## src/rtl/rational_arithmetic_unit_macros.svh

```systemverilog
// ----------------------------------------------------------------------------
// Rational arithmetic unit assertion macros
// Implication checks sampled on clk, disabled during reset.
// ----------------------------------------------------------------------------
`ifndef RATIONAL_ARITHMETIC_UNIT_MACROS_SVH
`define RATIONAL_ARITHMETIC_UNIT_MACROS_SVH

// same-cycle implication
`define RAU_ASSERT_IMPL(label, ante, cons, msg) \
	label: assert property (@(posedge clk) disable iff (!arst_n) (ante) |-> (cons)) \
		else $error(msg);

// next-cycle implication
`define RAU_ASSERT_NEXT(label, ante, cons, msg) \
	label: assert property (@(posedge clk) disable iff (!arst_n) (ante) |=> (cons)) \
		else $error(msg);

`endif

```

## src/rtl/rau_pkg.sv

```systemverilog
// ----------------------------------------------------------------------------
// rau_pkg
// Operation and status codes, command and status bundles for the rational unit.
// ----------------------------------------------------------------------------
`default_nettype none

package rau_pkg;

	localparam int DW = 64;

	localparam logic [2:0] OP_ADD = 3'd0;
	localparam logic [2:0] OP_SUB = 3'd1;
	localparam logic [2:0] OP_MUL = 3'd2;
	localparam logic [2:0] OP_DIV = 3'd3;
	localparam logic [2:0] OP_NEG = 3'd4;
	localparam logic [2:0] OP_ABS = 3'd5;

	localparam logic [1:0] ST_OK       = 2'd0;
	localparam logic [1:0] ST_DIVZERO  = 2'd1;
	localparam logic [1:0] ST_OVERFLOW = 2'd2;

	typedef struct packed {
		logic load;
		logic mul_x;
		logic mul_y;
		logic mul_d;
		logic comb;
		logic gcd_init;
		logic gcd_step;
		logic div_init;
		logic div_step;
		logic emit;
	} cmd_t;

	typedef struct packed {
		logic early;
		logic mag_zero;
		logic gcd_done;
		logic div_done;
		logic out_free;
	} sts_t;

endpackage

`default_nettype wire

```

## src/rtl/rau_ctrl.sv

```systemverilog
// ----------------------------------------------------------------------------
// rau_ctrl
// Sequencer: multiply steps, combine, binary gcd loop, dual division, emit.
// ----------------------------------------------------------------------------
`default_nettype none

module rau_ctrl
	import rau_pkg::*;
(
	input  wire  clk,
	input  wire  arst_n,
	input  wire  in_valid,
	output logic in_ready,
	input  sts_t sts,
	output cmd_t cmd
);

	typedef enum logic [10:0] {
		S_IDLE  = 11'b00000000001,
		S_PRE   = 11'b00000000010,
		S_MULX  = 11'b00000000100,
		S_MULY  = 11'b00000001000,
		S_MULD  = 11'b00000010000,
		S_COMB  = 11'b00000100000,
		S_GINIT = 11'b00001000000,
		S_GCD   = 11'b00010000000,
		S_DINIT = 11'b00100000000,
		S_DIV   = 11'b01000000000,
		S_DONE  = 11'b10000000000
	} state_t;

	state_t state_q, state_d;

	always_comb begin
		state_d = state_q;
		cmd = '0;
		in_ready = 1'b0;
		case (state_q)
			S_IDLE: begin
				in_ready = 1'b1;
				if (in_valid) begin
					cmd.load = 1'b1;
					state_d = S_PRE;
				end
			end
			S_PRE: state_d = sts.early ? S_DONE : S_MULX;
			S_MULX: begin
				cmd.mul_x = 1'b1;
				state_d = S_MULY;
			end
			S_MULY: begin
				cmd.mul_y = 1'b1;
				state_d = S_MULD;
			end
			S_MULD: begin
				cmd.mul_d = 1'b1;
				state_d = S_COMB;
			end
			S_COMB: begin
				cmd.comb = 1'b1;
				state_d = S_GINIT;
			end
			S_GINIT: begin
				if (sts.mag_zero) begin
					state_d = S_DONE;
				end else begin
					cmd.gcd_init = 1'b1;
					state_d = S_GCD;
				end
			end
			S_GCD: begin
				if (sts.gcd_done) begin
					state_d = S_DINIT;
				end else begin
					cmd.gcd_step = 1'b1;
				end
			end
			S_DINIT: begin
				cmd.div_init = 1'b1;
				state_d = S_DIV;
			end
			S_DIV: begin
				if (sts.div_done) begin
					state_d = S_DONE;
				end else begin
					cmd.div_step = 1'b1;
				end
			end
			S_DONE: begin
				if (sts.out_free) begin
					cmd.emit = 1'b1;
					state_d = S_IDLE;
				end
			end
			default: state_d = S_IDLE;
		endcase
	end

	always_ff @(posedge clk or negedge arst_n) begin
		if (!arst_n) begin
			state_q <= S_IDLE;
		end else begin
			state_q <= state_d;
		end
	end

endmodule

`default_nettype wire

```

## config.mk

```make
export PLATFORM = sky130hd
export DESIGN_NAME = rau_ctrl
export DESIGN_NICKNAME = d
export VERILOG_FILES = /design/src/rtl/rational_arithmetic_unit_macros.svh /design/src/rtl/rau_pkg.sv /design/src/rtl/rau_ctrl.sv
export SDC_FILE = /design/constraint.sdc
export NUM_CORES = 1
export LEC_CHECK = 0
export BUFFER_PORTS_ARGS = -buffer_cell sky130_fd_sc_hd__buf_2
export CORE_AREA = 5 5 47 49
export DETAILED_ROUTE_END_ITERATION = 16
export DIE_AREA = 0 0 52 54
export PLACE_DENSITY_LB_ADDON = 0.05
export SLEW_MARGIN = 15
export SYNTH_ARGS = -nofsm -noshare
export SYNTH_HDL_FRONTEND = slang
export SYNTH_SLANG_ARGS = --single-unit
export TNS_END_PERCENT = 1
```

## constraint.sdc

```tcl
create_clock -name clk -period 2.1 [get_ports clk]
set_input_delay 0.42 -clock clk [delete_from_list [all_inputs] [get_ports clk]]
set_output_delay 0.42 -clock clk [all_outputs]
set_load 0.01 [all_outputs]
```

==> After elaboration in Yosys (flattened, before gate mapping) <==
Index checks and enable logic that the tools add are counted.
{ "word_totals": {"reg_bits": 11, "inputBits": 8, "out_inout_bits": 11, "wordCells": 40} }
{ "op_classes": {"eq_ne": 15, "mux": 23, "reduce_logical": 1} }
{ "ops": {"columns": ["operator", "n"], "rows": [
  ["$pmux W11 S11", 1],
  ["$mux W11", 6],
  ["$mux W1", 16],
  ["$eq A11 B1 Y1 const B", 1],
  ["$eq A11 B10 Y1 const B", 1],
  ["$eq A11 B11 Y1 const B", 1],
  ["$eq A11 B2 Y1 const B", 1],
  ["$eq A11 B3 Y1 const B", 1],
  ["$eq A11 B4 Y1 const B", 1],
  ["$eq A11 B5 Y1 const B", 1],
  ["$eq A11 B6 Y1 const B", 1],
  ["$eq A11 B7 Y1 const B", 1],
  ["$eq A11 B8 Y1 const B", 1],
  ["$eq A11 B9 Y1 const B", 1],
  ["$ne A2 B2 Y1 const B", 4],
  ["$reduce_and A4 Y1", 1]
]} }

==> Depth between registers and ports, before layout <==
{ "logic_depth": {"word_depth": 3, "ltp_mapped": 6, "mapped_depth_nobuf": 5} }

==> Least setup slack after synthesis <==
No wires, ideal clock.
{ "synth_path": {"path_kind": "register to output", "from": "register state_q[1]", "to": "output cmd[5] (netlist name)", "arrival_time_ns": 1.682, "t_required_ns": 1.680, "setup_slack_ns": -0.002, "stages_incl_launch_ff": 6, "cell_sequence": "dfrtp_1 buf_2 or4_4 or2_1 buf_6 nor4_2"} }
{ "synth_rtl": {"columns": ["element", "line_no", "text"], "rows": [
  ["from (decl)", "rau_ctrl.sv:32", "state_t state_q, state_d;"],
  ["from (signal assigned)", "rau_ctrl.sv:103", "state_q <= state_d;"],
  ["to (decl)", "rau_ctrl.sv:15", "output cmd_t cmd"]
]} }

==> flow_summary.json <==
{
  "gp_congestion": 0.791,
  "start_kind": "flip-flop",
  "io_buffers": 18,
  "clkPwrFrac_pct": 14.5,
  "nFillCells": 166,
  "critPathMaxFanout": 7,
  "grt_pass1_wl_um": 3500,
  "ioPinCount": 19,
  "power_mw": 1.05,
  "crit_family": "simple AND/OR/NAND/NOR gates",
  "areaGrowthSynthToFinish_pct": 35.0,
  "required_ns": 1.68,
  "final_layout_size_suffix_gt1_share_pct": 55.2,
  "num-nets-final": 134,
  "rsz0062_at_grt": "true",
  "regArea_sq_um": 278,
  "core_area_sq_um": 1820,
  "cts_buffers": 3,
  "viasPerCell": 5.20,
  "syn_nets": 99,
  "switching_share_pct": 39.8,
  "power.density_nw_per_um2": 926,
  "worstPathArrival_ns": 1.80,
  "reg_top3": "state_q (11)",
  "setup_viol": 10,
  "path_cells": "or4_4 -> or2_4 -> nor4_2 -> buf_2",
  "via_count": 790,
  "crit_end": "cmd[7]",
  "multi_input_area_sq_um": 544,
  "grt_antenna_before_repair": 0,
  "maxSlewHeadroom_pct": 68.4,
  "grt_usage_pct": 16.8,
  "clock_path_buffers": 2,
  "timing.reg2reg.setup_slack_ns": 0.27,
  "grt_overflow": 0,
  "seqPwrFrac_pct": 25.2,
  "hold_path.class": "in -> async",
  "ys_warn_count": 0,
  "status": "finished with violations",
  "fin_skew_ns": 0.00195,
  "grt_pass1_vias": 821,
  "worst_slack_ns": -0.119,
  "final_common_cell": "buf_2",
  "post_synth_num_cell_types": 37,
  "hold_violations": 0,
  "startpoint": "state_q[0]",
  "violations": "negative setup slack",
  "slowest_delay_ns": 0.55,
  "min_period_ns": 2.22,
  "final_core_util_pct": 62.0,
  "hpwl_um": 1470,
  "synth-seq-cells": 11,
  "timing.setup.critical_path_class": "reg -> out",
  "layout_common_cells": "buf_2 (18), buf_4 (17), nor2_1 (9), dfrtp_1 (9)",
  "netlist_area_sq_um": 837,
  "pwr-share-comb_pct": 60.3,
  "netSwitchingPower_mw": 0.416,
  "largest_register_ffs": 11,
  "end_kind": "output port",
  "cts_tree": "built",
  "firstDrtPassIters": 4,
  "antenna_left": 0,
  "drc": 0,
  "reg2reg_from": "state_q[0]",
  "path_buf_inv": 1,
  "grt_max_degree": 12,
  "htree_levels": 1,
  "clock_latency_ns": 0.27,
  "peakVddDrop_mv": 0.565,
  "finalCritPeriodShare_pct": 106,
  "wl_um": 2010,
  "slew_viol_final": 0,
  "synth_cells": 91,
  "initial_core_util_pct": 45.9,
  "largest_register": "state_q",
  "die_x_um": 52,
  "drt_iter0_drc": 7,
  "clk_pin_slew_ns": 0.07,
  "p_int_mw": 0.630,
  "fmax_mhz": 451,
  "drv_cap": 0,
  "die_y_um": 54,
  "n_antenna_cell": 0,
  "die_area_sq_um": 2810,
  "fp-row-count": 16,
  "cp_slowest_cell": "or4_4",
  "p_leak_nw": 0.529,
  "rr_worst_depth": 7,
  "cts_hold_buf": 0,
  "hold_slack_ns": 0.00594,
  "worst_pin_slew_ns": 0.463,
  "seq_area_frac_synth_pct": 33.0,
  "wl_per_cell_um": 13.2,
  "avgSynthCellArea_sq_um": 9.20,
  "cts.sinks": 11,
  "cp.depth": 4,
  "r2r_end": "state_q[10]",
  "cts_root_buffer": "clkbuf_4"
}
==> metrics by stage <==
step	TNS [ns]	cell area, sq um	worst slack [ns]	std cells
after global placement	0	1020	0.0789	143
final	-0.653	1130	-0.119	152
after floorplan	-0.00595	837	-0.00198	91
after detailed placement	0	1020	0.0281	143
after CTS	-1.00	1090	-0.146	150
after global routing	-1.81	1130	-0.243	152
==> final cells by class <==
cell class / instances / area share [%]
sequential: 11 / 24.6
tap: 27 / 2.99
inverter: 2 / 0.664
timing repair buffer: 37 / 21.3
clock buffer: 4 / 2.33
multi-input combinational: 71 / 48.2
==> synthesized netlist by cell type <==
| cell | number | area share (%) |
|---|---|---|
| nand2_2 | 1 | 0.75 |
| o22ai_2 | 1 | 1.5 |
| dfrtp_1 | 10 | 30 |
| nand4b_1 | 2 | 2.1 |
| a22oi_1 | 1 | 0.90 |
| o21ai_2 | 1 | 1.0 |
| or2b_1 | 1 | 0.90 |
| nor4_2 | 6 | 9.0 |
| buf_4 | 1 | 0.90 |
| o211a_1 | 1 | 1.2 |
| or3_1 | 1 | 0.75 |
| or4b_1 | 1 | 1.2 |
| a211oi_1 | 1 | 0.90 |
| clkbuf_1 | 2 | 0.90 |
| nand3b_1 | 1 | 0.90 |
| a2111oi_0 | 1 | 1.0 |
| a21oi_1 | 2 | 1.2 |
| and2_1 | 2 | 1.5 |
| nand2b_1 | 6 | 4.5 |
| dfstp_2 | 1 | 3.1 |
| or3b_2 | 3 | 3.1 |
| nor2_1 | 14 | 6.3 |
| or4_4 | 2 | 2.7 |
| o21ai_0 | 5 | 3.0 |
| maj3_2 | 1 | 1.3 |
| nand2b_2 | 1 | 1.0 |
| buf_2 | 2 | 1.2 |
| nand2_1 | 2 | 0.90 |
| nor4_4 | 1 | 2.5 |
| nor3_1 | 3 | 1.8 |
| inv_1 | 2 | 0.90 |
| or2_1 | 1 | 0.75 |
| nor4_1 | 4 | 3.0 |
| and3_1 | 1 | 0.75 |
| or2_2 | 1 | 0.75 |
| buf_6 | 2 | 2.7 |
| xor2_1 | 3 | 3.1 |
==> layer usage <==
| metal | GRT usage [%] | routed length (um) | share of wire [%] |
|---|---|---|---|
| met1 | 19.2 | 875 | 44 |
| met2 | 28.2 | 1000 | 50 |
| met3 | 7.20 | 115 | 5.7 |
| met4 | 5.68 | 14 | 0.70 |
| met5 | 0 | 0 | 0 |
==> how the worst min path moves through the flow <==
| stage | start | endpoint | slack (ns) |
|---|---|---|---|
| CTS | arst_n | state_q[4] | 0.009 |
| global placement | arst_n | state_q[4] | 0.30 |
| global route | arst_n | state_q[4] | 0.01 |
| detailed placement | arst_n | state_q[4] | 0.31 |
| finish | arst_n | state_q[4] | 0.006 |
| floorplan | arst_n | state_q[10] | 0.12 |
==> worst reg2reg max path, cell delays in order (launching register included) <==
cell and delay [ns]:
dfstp_2 0.37, or4_4 0.55, buf_6 0.14, buf_4 0.13
a211oi_1 0.25, o21ai_2 0.12, nand2_2 0.08, o22ai_2 0.07
==> power groups by stage <==
stage / clock network, mW / logic [mW] / registers [mW]
global route: 0.166 / 0.690 / 0.268
CTS: 0.156 / 0.576 / 0.262
global placement: 0 / 0.487 / 0.264
finish: 0.152 / 0.631 / 0.263
detailed placement: 0 / 0.495 / 0.266
floorplan: 0 / 0.346 / 0.271
==> kinds of logic (layout without fill, tap and decap cells) <==
logic type,Yosys count,after routing,synth area share [%]
flops,11,11,33.0
compound gates,13,13,10.8
simple gates,54,54,45.1
buf+inv,9,43,6.58
fa+ha+maj,1,1,1.35
xor+xnor,3,3,3.14
==> what timing repair did <==
item                       in CTS  in global routing
resized for setup               6                  8
setup buffers                   3                  2
pin swaps                      10                  8
setup endpoints to repair      11                 11
No activity file was read; power rests on OpenSTA's default activity.
